--- src/rtl/core/graph_bfs_dfs_traversal_top_macros.svh ---
`ifndef GRAPH_BFS_DFS_TRAVERSAL_TOP_MACROS_SVH
`define GRAPH_BFS_DFS_TRAVERSAL_TOP_MACROS_SVH

// Clocked assertion on clk_i that is switched off while rst_ni is low.
`define GBT_ASSERT(name, prop) \
  name: assert property (@(posedge clk_i) disable iff (!rst_ni) prop) \
    else $error("graph traversal assertion failed");

// Clocked assertion that also holds during reset.
`define GBT_ASSERT_ALWAYS(name, prop) \
  name: assert property (@(posedge clk_i) prop) \
    else $error("graph traversal assertion failed");

`endif

--- src/rtl/core/gbt_pkg.sv ---
`timescale 1ns / 1ps
package gbt_pkg;

  localparam int unsigned VW     = 5;
  localparam int unsigned QD     = 32;
  localparam int unsigned QW     = 5;
  localparam int unsigned PW     = 6;
  localparam int unsigned CW     = 7;
  localparam int unsigned CFG_IW = 1;
  localparam int unsigned CFG_DW = 6;

  localparam logic [CFG_IW-1:0] REG_VERTEX_COUNT = 1'd0;
  localparam logic [CFG_IW-1:0] REG_SEARCH_MODE  = 1'd1;

  typedef enum logic [1:0] {
    CMD_CLEAR = 2'd0,
    CMD_EDGE  = 2'd1,
    CMD_RUN   = 2'd2
  } cmd_e;

  typedef enum logic [2:0] {
    ST_IDLE,
    ST_BFS_SCAN,
    ST_BFS_LOAD,
    ST_DFS_SCAN,
    ST_DFS_LOAD,
    ST_FLUSH
  } state_e;

  typedef struct packed {
    logic clear;
    logic add_edge;
    logic err_out;
    logic init;
    logic enqueue;
    logic q_read;
    logic bfs_load;
    logic push;
    logic pop;
    logic dfs_load;
    logic flush;
  } ctrl_t;

  typedef struct packed {
    logic cand;
    logic q_empty;
    logic sp_one;
    logic start_bad;
    logic dfs_mode;
  } stat_t;

endpackage

--- src/rtl/core/gbt_datapath.sv ---
`timescale 1ns / 1ps
`include "graph_bfs_dfs_traversal_top_macros.svh"
module gbt_datapath #(
  parameter int unsigned MAX_VERTICES = 32
) (
  input  logic                       clk_i,
  input  logic                       rst_ni,
  input  gbt_pkg::ctrl_t             ctrl_i,
  output gbt_pkg::stat_t             stat_o,
  input  logic                       cfg_we_i,
  input  logic [gbt_pkg::CFG_IW-1:0] cfg_idx_i,
  input  logic [gbt_pkg::CFG_DW-1:0] cfg_wdata_i,
  input  logic [gbt_pkg::VW-1:0]     from_vertex_i,
  input  logic [gbt_pkg::VW-1:0]     to_vertex_i,
  input  logic [gbt_pkg::VW-1:0]     start_req_i,
  output logic                       res_valid_o,
  output logic [gbt_pkg::VW-1:0]     vertex_o,
  output logic                       last_o,
  output logic                       error_o
);
  import gbt_pkg::*;

  localparam int unsigned NV = (MAX_VERTICES > 32) ? 32 : MAX_VERTICES;
  localparam int unsigned IW = $clog2(NV);

  logic [CFG_DW-1:0] vcount_q;
  logic              mode_q;
  logic [NV-1:0]     adj_q [NV];
  logic [NV-1:0]     visited_q;
  logic [VW-1:0]     cur_q;
  logic [PW-1:0]     head_q;
  logic [PW-1:0]     tail_q;
  logic [PW-1:0]     sp_q;
  logic [VW-1:0]     q_mem [QD];
  logic [VW-1:0]     s_mem [QD];
  logic [VW-1:0]     q_rd_q;
  logic [VW-1:0]     s_rd_q;
  logic [VW-1:0]     pend_q;
  logic              pend_valid_q;

  logic [CW-1:0] n_w;
  logic [NV-1:0] nmask;
  logic [NV-1:0] cand;
  logic [VW-1:0] found;
  logic          edge_ok;
  logic          emit_new;
  logic [VW-1:0] new_v;
  logic [PW-1:0] sp_m1;
  logic [PW-1:0] sp_m2;

  assign n_w = ({1'b0, vcount_q} > CW'(MAX_VERTICES)) ? CW'(MAX_VERTICES)
                                                      : {1'b0, vcount_q};
  assign edge_ok = (CW'(from_vertex_i) < n_w) && (CW'(to_vertex_i) < n_w);
  assign sp_m1   = sp_q - PW'(1);
  assign sp_m2   = sp_q - PW'(2);

  always_comb begin
    for (int i = 0; i < NV; i++) begin
      nmask[i] = (CW'(i) < n_w);
    end
  end

  assign cand = adj_q[cur_q[IW-1:0]] & ~visited_q & nmask;

  always_comb begin
    found = '0;
    for (int i = NV - 1; i >= 0; i--) begin
      if (cand[i]) begin
        found = VW'(i);
      end
    end
  end

  assign stat_o.cand      = |cand;
  assign stat_o.q_empty   = (head_q == tail_q);
  assign stat_o.sp_one    = (sp_q == PW'(1));
  assign stat_o.start_bad = (CW'(start_req_i) >= n_w);
  assign stat_o.dfs_mode  = mode_q;

  always_ff @(posedge clk_i or negedge rst_ni) begin
    if (!rst_ni) begin
      vcount_q <= CFG_DW'(32);
      mode_q   <= 1'b0;
    end else if (cfg_we_i) begin
      case (cfg_idx_i)
        REG_VERTEX_COUNT: vcount_q <= cfg_wdata_i;
        REG_SEARCH_MODE:  mode_q   <= cfg_wdata_i[0];
        default: begin
        end
      endcase
    end
  end

  always_ff @(posedge clk_i or negedge rst_ni) begin
    if (!rst_ni) begin
      for (int i = 0; i < NV; i++) begin
        adj_q[i] <= '0;
      end
    end else if (ctrl_i.clear) begin
      for (int i = 0; i < NV; i++) begin
        adj_q[i] <= '0;
      end
    end else if (ctrl_i.add_edge && edge_ok) begin
      for (int i = 0; i < NV; i++) begin
        adj_q[i] <= adj_q[i]
                  | ((IW'(i) == from_vertex_i[IW-1:0]) ? (NV'(1) << to_vertex_i[IW-1:0])
                                                        : '0)
                  | ((IW'(i) == to_vertex_i[IW-1:0]) ? (NV'(1) << from_vertex_i[IW-1:0])
                                                      : '0);
      end
    end
  end

  always_ff @(posedge clk_i or negedge rst_ni) begin
    if (!rst_ni) begin
      visited_q <= '0;
      cur_q     <= '0;
      head_q    <= '0;
      tail_q    <= '0;
      sp_q      <= '0;
    end else begin
      if (ctrl_i.init) begin
        visited_q <= NV'(1) << start_req_i[IW-1:0];
        cur_q     <= start_req_i;
        head_q    <= '0;
        tail_q    <= '0;
        sp_q      <= PW'(1);
      end
      if (ctrl_i.enqueue) begin
        visited_q[found[IW-1:0]] <= 1'b1;
        tail_q                   <= tail_q + PW'(1);
      end
      if (ctrl_i.q_read) begin
        head_q <= head_q + PW'(1);
      end
      if (ctrl_i.bfs_load) begin
        cur_q <= q_rd_q;
      end
      if (ctrl_i.push) begin
        visited_q[found[IW-1:0]] <= 1'b1;
        cur_q                    <= found;
        sp_q                     <= sp_q + PW'(1);
      end
      if (ctrl_i.pop) begin
        sp_q <= sp_m1;
      end
      if (ctrl_i.dfs_load) begin
        cur_q <= s_rd_q;
      end
    end
  end

  always_ff @(posedge clk_i) begin
    if (ctrl_i.enqueue) begin
      q_mem[tail_q[QW-1:0]] <= found;
    end
    if (ctrl_i.q_read) begin
      q_rd_q <= q_mem[head_q[QW-1:0]];
    end
  end

  always_ff @(posedge clk_i) begin
    if (ctrl_i.push) begin
      s_mem[sp_m1[QW-1:0]] <= cur_q;
    end
    if (ctrl_i.pop) begin
      s_rd_q <= s_mem[sp_m2[QW-1:0]];
    end
  end

  assign emit_new = ctrl_i.init || ctrl_i.push || ctrl_i.bfs_load;

  always_comb begin
    new_v = start_req_i;
    if (ctrl_i.push) begin
      new_v = found;
    end else if (ctrl_i.bfs_load) begin
      new_v = q_rd_q;
    end
  end

  always_ff @(posedge clk_i or negedge rst_ni) begin
    if (!rst_ni) begin
      pend_valid_q <= 1'b0;
      pend_q       <= '0;
      res_valid_o  <= 1'b0;
      vertex_o     <= '0;
      last_o       <= 1'b0;
      error_o      <= 1'b0;
    end else begin
      res_valid_o <= ctrl_i.err_out || ((ctrl_i.flush || emit_new) && pend_valid_q);
      if (ctrl_i.err_out) begin
        vertex_o    <= '0;
        last_o      <= 1'b1;
        error_o     <= 1'b1;
      end else if (ctrl_i.flush) begin
        vertex_o     <= pend_q;
        last_o       <= 1'b1;
        error_o      <= 1'b0;
        pend_valid_q <= 1'b0;
      end else if (emit_new) begin
        vertex_o     <= pend_q;
        last_o       <= 1'b0;
        error_o      <= 1'b0;
        pend_q       <= new_v;
        pend_valid_q <= 1'b1;
      end
    end
  end

  `GBT_ASSERT(a_error_is_last, (res_valid_o && error_o) |-> last_o)
  `GBT_ASSERT(a_queue_order, ctrl_i.q_read |-> (head_q != tail_q))
  `GBT_ASSERT(a_stack_bound, ctrl_i.push |-> (sp_q < PW'(QD)))
  `GBT_ASSERT(a_flush_has_pending, ctrl_i.flush |-> pend_valid_q)

endmodule

--- src/rtl/core/gbt_ctrl.sv ---
`timescale 1ns / 1ps
module gbt_ctrl (
  input  logic               clk_i,
  input  logic               rst_ni,
  input  logic               start,
  input  logic [1:0]         cmd_i,
  input  gbt_pkg::stat_t     stat_i,
  output gbt_pkg::ctrl_t     ctrl_o,
  output logic               busy
);
  import gbt_pkg::*;

  state_e state_q;
  state_e state_d;

  always_ff @(posedge clk_i or negedge rst_ni) begin
    if (!rst_ni) begin
      state_q <= ST_IDLE;
    end else begin
      state_q <= state_d;
    end
  end

  always_comb begin
    state_d = state_q;
    case (state_q)
      ST_IDLE: begin
        if (start && (cmd_i == CMD_RUN) && !stat_i.start_bad) begin
          state_d = stat_i.dfs_mode ? ST_DFS_SCAN : ST_BFS_SCAN;
        end
      end
      ST_BFS_SCAN: begin
        if (!stat_i.cand) begin
          state_d = stat_i.q_empty ? ST_FLUSH : ST_BFS_LOAD;
        end
      end
      ST_BFS_LOAD: state_d = ST_BFS_SCAN;
      ST_DFS_SCAN: begin
        if (!stat_i.cand) begin
          state_d = stat_i.sp_one ? ST_FLUSH : ST_DFS_LOAD;
        end
      end
      ST_DFS_LOAD: state_d = ST_DFS_SCAN;
      ST_FLUSH:    state_d = ST_IDLE;
      default:     state_d = ST_IDLE;
    endcase
  end

  always_comb begin
    ctrl_o = '0;
    case (state_q)
      ST_IDLE: begin
        if (start) begin
          case (cmd_i)
            CMD_CLEAR: ctrl_o.clear    = 1'b1;
            CMD_EDGE:  ctrl_o.add_edge = 1'b1;
            CMD_RUN: begin
              ctrl_o.err_out = stat_i.start_bad;
              ctrl_o.init    = !stat_i.start_bad;
            end
            default: begin
            end
          endcase
        end
      end
      ST_BFS_SCAN: begin
        ctrl_o.enqueue = stat_i.cand;
        ctrl_o.q_read  = !stat_i.cand && !stat_i.q_empty;
        ctrl_o.flush   = !stat_i.cand && stat_i.q_empty;
      end
      ST_BFS_LOAD: ctrl_o.bfs_load = 1'b1;
      ST_DFS_SCAN: begin
        ctrl_o.push  = stat_i.cand;
        ctrl_o.pop   = !stat_i.cand && !stat_i.sp_one;
        ctrl_o.flush = !stat_i.cand && stat_i.sp_one;
      end
      ST_DFS_LOAD: ctrl_o.dfs_load = 1'b1;
      default: begin
      end
    endcase
  end

  assign busy = (state_q != ST_IDLE);

endmodule

--- src/rtl/core/graph_bfs_dfs_traversal_top.sv ---
`timescale 1ns / 1ps
// Graph traversal engine over a 32-vertex adjacency bit matrix. A clear or
// add-edge command leaves the engine idle. A run emits one result per visited
// vertex, in breadth-first or depth-first order, at most one per cycle, each
// shown on the result ports for a single cycle under res_valid_o; the receiver
// cannot stall, so it must take every result as it appears. A breadth-first
// run enqueues each new neighbour, then reads and loads the next vertex from
// the queue; a depth-first run descends into each new neighbour and backs out
// via the stack. Each reads a single adjacency row per cycle and moves one
// queue or stack entry per cycle. An out-of-range start gives one error result.
module graph_bfs_dfs_traversal_top #(
  parameter int unsigned MAX_VERTICES = 32
) (
  input  logic                       clk_i,
  input  logic                       rst_ni,
  input  logic                       start,
  output logic                       busy,
  input  logic [1:0]                 cmd_i,
  input  logic [gbt_pkg::VW-1:0]     from_vertex_i,
  input  logic [gbt_pkg::VW-1:0]     to_vertex_i,
  input  logic [gbt_pkg::VW-1:0]     start_req_i,
  input  logic                       cfg_we_i,
  input  logic [gbt_pkg::CFG_IW-1:0] cfg_idx_i,
  input  logic [gbt_pkg::CFG_DW-1:0] cfg_wdata_i,
  output logic                       res_valid_o,
  output logic [gbt_pkg::VW-1:0]     vertex_o,
  output logic                       last_o,
  output logic                       error_o
);
  import gbt_pkg::*;

  ctrl_t ctrl;
  stat_t stat;

  gbt_ctrl u_ctrl (
    .clk_i  (clk_i),
    .rst_ni (rst_ni),
    .start  (start),
    .cmd_i  (cmd_i),
    .stat_i (stat),
    .ctrl_o (ctrl),
    .busy   (busy)
  );

  gbt_datapath #(
    .MAX_VERTICES (MAX_VERTICES)
  ) u_datapath (
    .clk_i         (clk_i),
    .rst_ni        (rst_ni),
    .ctrl_i        (ctrl),
    .stat_o        (stat),
    .cfg_we_i      (cfg_we_i),
    .cfg_idx_i     (cfg_idx_i),
    .cfg_wdata_i   (cfg_wdata_i),
    .from_vertex_i (from_vertex_i),
    .to_vertex_i   (to_vertex_i),
    .start_req_i   (start_req_i),
    .res_valid_o   (res_valid_o),
    .vertex_o      (vertex_o),
    .last_o        (last_o),
    .error_o       (error_o)
  );

endmodule
--- config.mk ---
export PLATFORM = sky130hd
export DESIGN_NAME = graph_bfs_dfs_traversal_top
export DESIGN_NICKNAME = d
export VERILOG_FILES = /design/src/rtl/core/gbt_pkg.sv /design/src/rtl/core/gbt_datapath.sv /design/src/rtl/core/gbt_ctrl.sv /design/src/rtl/core/graph_bfs_dfs_traversal_top.sv
export VERILOG_INCLUDE_DIRS = /design/src /design/src/rtl/core
export SDC_FILE = /design/constraint.sdc
export NUM_CORES = 2
export LEC_CHECK = 0
export BUFFER_PORTS_ARGS = -buffer_cell sky130_fd_sc_hd__buf_4
export CAP_MARGIN = 5
export CORE_ASPECT_RATIO = 1.5
export CORE_MARGIN = 10
export CORE_UTILIZATION = 40
export DETAILED_ROUTE_END_ITERATION = 7
export GPL_TIMING_DRIVEN = 0
export PLACE_DENSITY_LB_ADDON = 0.12
export SYNTH_ARGS = -nofsm -noshare
export SYNTH_HDL_FRONTEND = slang
export SYNTH_HIERARCHICAL = 1
export SYNTH_SLANG_ARGS = --single-unit
--- constraint.sdc ---
create_clock -name clk_i -period 8 [get_ports clk_i]
set_clock_uncertainty 0.05 [all_clocks]
set_input_delay 0.4 -clock clk_i [delete_from_list [all_inputs] [get_ports clk_i]]
set_output_delay 0.4 -clock clk_i [all_outputs]
set_load 0.01 [all_outputs]
==> impl_results.md <==
- Simple-gate share of the synthesized area: 8.776%
- Slowest cell on the critical path: dfrtp_4
- Buffers on Ports: 35
- Synth Area in Adders: 0.5067%
- Largest family of logic cells by synthesized area: compound AO/OA/AOI/OAI gates
- RSZ-0062 raised after global routing: yes
- Critical path cell sequence: buf_2 -> buf_2 -> clkdlybuf4s15_2 -> buf_4 -> mux2i_1 -> nor3_1 -> nor3_1 -> nand2_1 -> or4_1 -> and3_1 -> clkbuf_1 -> clkbuf_2 -> clkbuf_1 -> nand2_1 -> nor2_1
- Vias: 58816
- Detailed Routing Iterations Pass 1: 7
- Total track usage: 42.12%
- Worst Path Required: 8470 ps
- Root buf cell: clkbuf_16
- Die Ht: 520.0 um
- Cells on worst reg2reg path: 15
- Row Count: 183
- Global-route wire length before repair: 519400 um
- Max Buffers Root-to-Sink: 3
- Synthesis-stage register bit count: 1433
- Yosys top cell area share: 41.36%
- Yosys warning count: 6
- CTS tree: built
- Clk slew on worst S/H paths: 60 ps
- Compound-Gate Fraction of Synth Area: 15.81%
- Drt drc: 0
- Core area: 0.1658 mm^2
- Share of cells above drive strength 1: 13.95%
- Violated checks: capacitance limit, slew limit, setup timing
- Avg Vias per Cell: 6.930
- Async S/R FF share, synth: 76.97%
- Syn_nets: 5937
- Final Max Tran Viols: 139
- Peak supply drop: 0.2522 mV
- R2R setup slack: -280 ps
- Type of the worst setup path: flip-flop to flip-flop
- Final wirelength: 395100 um
- Hold Fails Final Rpt: 0
- Nets: 6166
- Antenna violations before repair: 38
- Netlist cell types: 85
- GR Overflow Total: 0
- Final Non-Filler Cells: 8487
- Cells after Synth: 5882
- Startpoint types: flip-flop
- Vias in the first global route: 56409
- IO Count: 37
- Worst setup EP type: flip-flop
- Maximum capacitance violations: 18
- Seq/Total Area, Yosys: 56.26%
- Final Total Pwr: 25440 uW
- CTS Buf Count: 150
- Crit path largest cell delay: 780 ps
- Die area: 0.1838 mm^2
- Final setup vio count: 160
- Dpl ws: -1763 ps
- P_leak: 0.03132 uW
- Average wire per standard cell: 46.55 um
- Largest net degree at the start of global routing: 154
- Slew Limit Headroom: -10.07%
- Clock latency on the worst-skew pair: 850 ps
- Critical Path Fanout Max: 38
- Die X-Extent: 353.4 um
- Inst Count DP: 8165
- EDFF count, synth: 330
- Worst Setup EP: u_datapath/s_mem[21][2]
- Reg2reg start: u_datapath/cur_q[3]
- Data arrival, critical path: 8740 ps
- Ys flop type: dfrtp_1
- Placer Congestion: 1.094
- Post-Syn Area per Cell: 11.34 um^2
- CP Launch Point: u_datapath/cur_q[3]
- Initial Util: 40.22%
- Worst R2R End: u_datapath/s_mem[21][2]
- Min Tclk post-route: 8277 ps
- Post-route ant nets: 0
- Critical Path Stages: 15
- Initial DRC count: 9380
- Peak Freq: 120.8 MHz
- Setup TNS: -32010 ps
- Mux cell area share after synthesis: 14.15%
- Area contributors post-synth: dfrtp_1, edfxtp_1, mux4_2, a21oi_1, nor2_1
- Worst hold margin: 66.90 ps
- Worst Max-Slew Pin Slew: 1651 ps
- Synth Area in XOR/XNOR: 0.2364%
- CP Buf/Inv Count: 7
- P&R area growth vs syn: 13.82%
- DP Wirelength: 284200 um
- Mapped Area: 0.06668 mm^2
- Largest area contributor in the netlist: dfrtp_1
- Slack of the critical path: -277.4 ps
- H-tree lvl count: 4
- HP Class: input pin to flip-flop
- Clock sinks: 1433
- Setup repair bufs after CTS: 0
- Outcome: complete, but fails checks
- Final Cycle Share: 103.5%
- CP delay by family, top: buffers and inverters
- Power Density: 335.3 mW/mm^2
## stage by stage
stage                     area (um^2)  util [%]
final                           75890     45.78
after detailed placement        70370     42.45
after floorplan                 66680         -
after CTS                       75660     45.64
after global placement          69720     42.06
after global routing            75820     45.74
## placed cells by master, fill, tap and decap left out, types with 15 or more instances in the layout
cell	Yosys	layout
a211oi_1	15	15
a21oi_1	997	997
a22oi_1	32	28
buf_1	25	20
buf_4	8	64
buf_6	18	21
clkbuf_1	499	493
clkbuf_16	0	151
clkbuf_2	1	25
clkbuf_8	0	24
clkinv_2	0	33
dfrtp_1	1102	1098
diode_2	0	31
edfxtp_1	330	330
ha_1	27	27
inv_1	119	119
mux2_2	23	23
mux2i_1	57	54
mux4_2	382	382
nand2_1	139	139
nand3_1	22	22
nor2_1	1067	1063
nor2b_1	51	51
nor3_1	26	24
o21ai_0	42	42
o21ai_1	25	25
o22a_1	51	51
o22ai_1	554	552
o31ai_1	24	24
## tightest hold or removal path, delay by kind of cell
kind	cells	cell delay, ps
buffers and inverters	2	290
AOI/OAI and AO/OA	1	60
and+or+nand+nor	2	170
## Yosys cell counts, types with 7 or more instances
master / instances
buf_6: 18
inv_1: 119
and3_1: 14
buf_4: 8
nand2b_1: 14
and2_1: 7
o22ai_1: 554
nand2_1: 139
buf_2: 30
mux2i_1: 57
a211oi_1: 15
o31ai_1: 24
mux2_2: 23
ha_1: 27
nor2_1: 1067
mux4_2: 382
dfrtp_1: 1102
a21o_1: 11
a21oi_1: 997
xnor2_1: 11
o21ai_0: 42
nand3_1: 22
xor2_1: 7
clkbuf_1: 499
a22oi_1: 32
nor2b_1: 51
buf_1: 25
o21a_1: 13
nand4_1: 7
a221oi_1: 7
a22o_1: 9
edfxtp_1: 330
o211ai_1: 7
o22a_1: 51
nor3_1: 26
o21ai_1: 25
nor3b_1: 15
## layout make-up
class	count	area, um^2
timing repair buffer	79	1036
clock buffer	198	4195
tap	2220	2778
antenna	31	77.57
inverter	122	457.9
multi-input combinational	3746	26420
fill	15833	89880
sequential	1433	37520
buffer	579	2487
clock inverter	79	917.1
## routing by layer
layer / up-vias / track usage (%) / routed length, um
met3: 1840 / 15.30 / 44770
met4: 32 / 43.07 / 51350
met1: 29970 / 45.04 / 127400
met5: - / 0.2336 / 275
li1: 22181 / - / -
met2: 4793 / 62.73 / 171300
## worst min path at each step
stage	from	to	slack [ps]	depth (start not counted)
final	cfg_idx_i	u_datapath/vcount_q[5]	70	5
after global routing	start_req_i[0]	u_datapath/visited_q[16]	80	4
after global placement	u_datapath/pend_q[1]	u_datapath/pend_q[1]	410	2
after floorplan	rst_ni	u_ctrl/state_q[0]	50	0
after CTS	cfg_idx_i	u_datapath/vcount_q[5]	10	5
after detailed placement	rst_ni	u_datapath/adj_q[373]	350	1
## power by group
| group | leakage (uW) | switching (uW) | internal (uW) |
|---|---|---|---|
| combinational | 0.0106 | 6370 | 2590 |
| sequential | 0.0182 | 479 | 8520 |
| clock | 0.00251 | 3290 | 4190 |
| total | 0.0313 | 10100 | 15300 |
## state kept, by name, indices dropped and copies added (netlist names), 6 cells and up
name                  flops
u_datapath/head_q         6
u_datapath/visited_q     32
u_datapath/vcount_q       6
u_datapath/sp_q           6
u_datapath/adj_q       1024
u_datapath/tail_q         6
u_datapath/q_mem        160
u_datapath/s_mem        160
## cells by family (layout without fill, tap and decap cells)
| family | Yosys count | in the layout |
|---|---|---|
| compound gates | 1829 | 1829 |
| xor+xnor | 18 | 18 |
| fa+ha+maj | 27 | 27 |
| buf+inv | 703 | 1057 |
| flops | 1433 | 1433 |
| mux | 462 | 462 |
| other cells | 0 | 31 |
| simple gates | 1410 | 1410 |
## what timing repair did
action,CTS,global route
hold endpoints to repair,108,0
resized for setup,38,9
hold buffers,8,0
endpoints found under the setup margin,497,182
No activity file was read; power rests on OpenSTA's default activity.
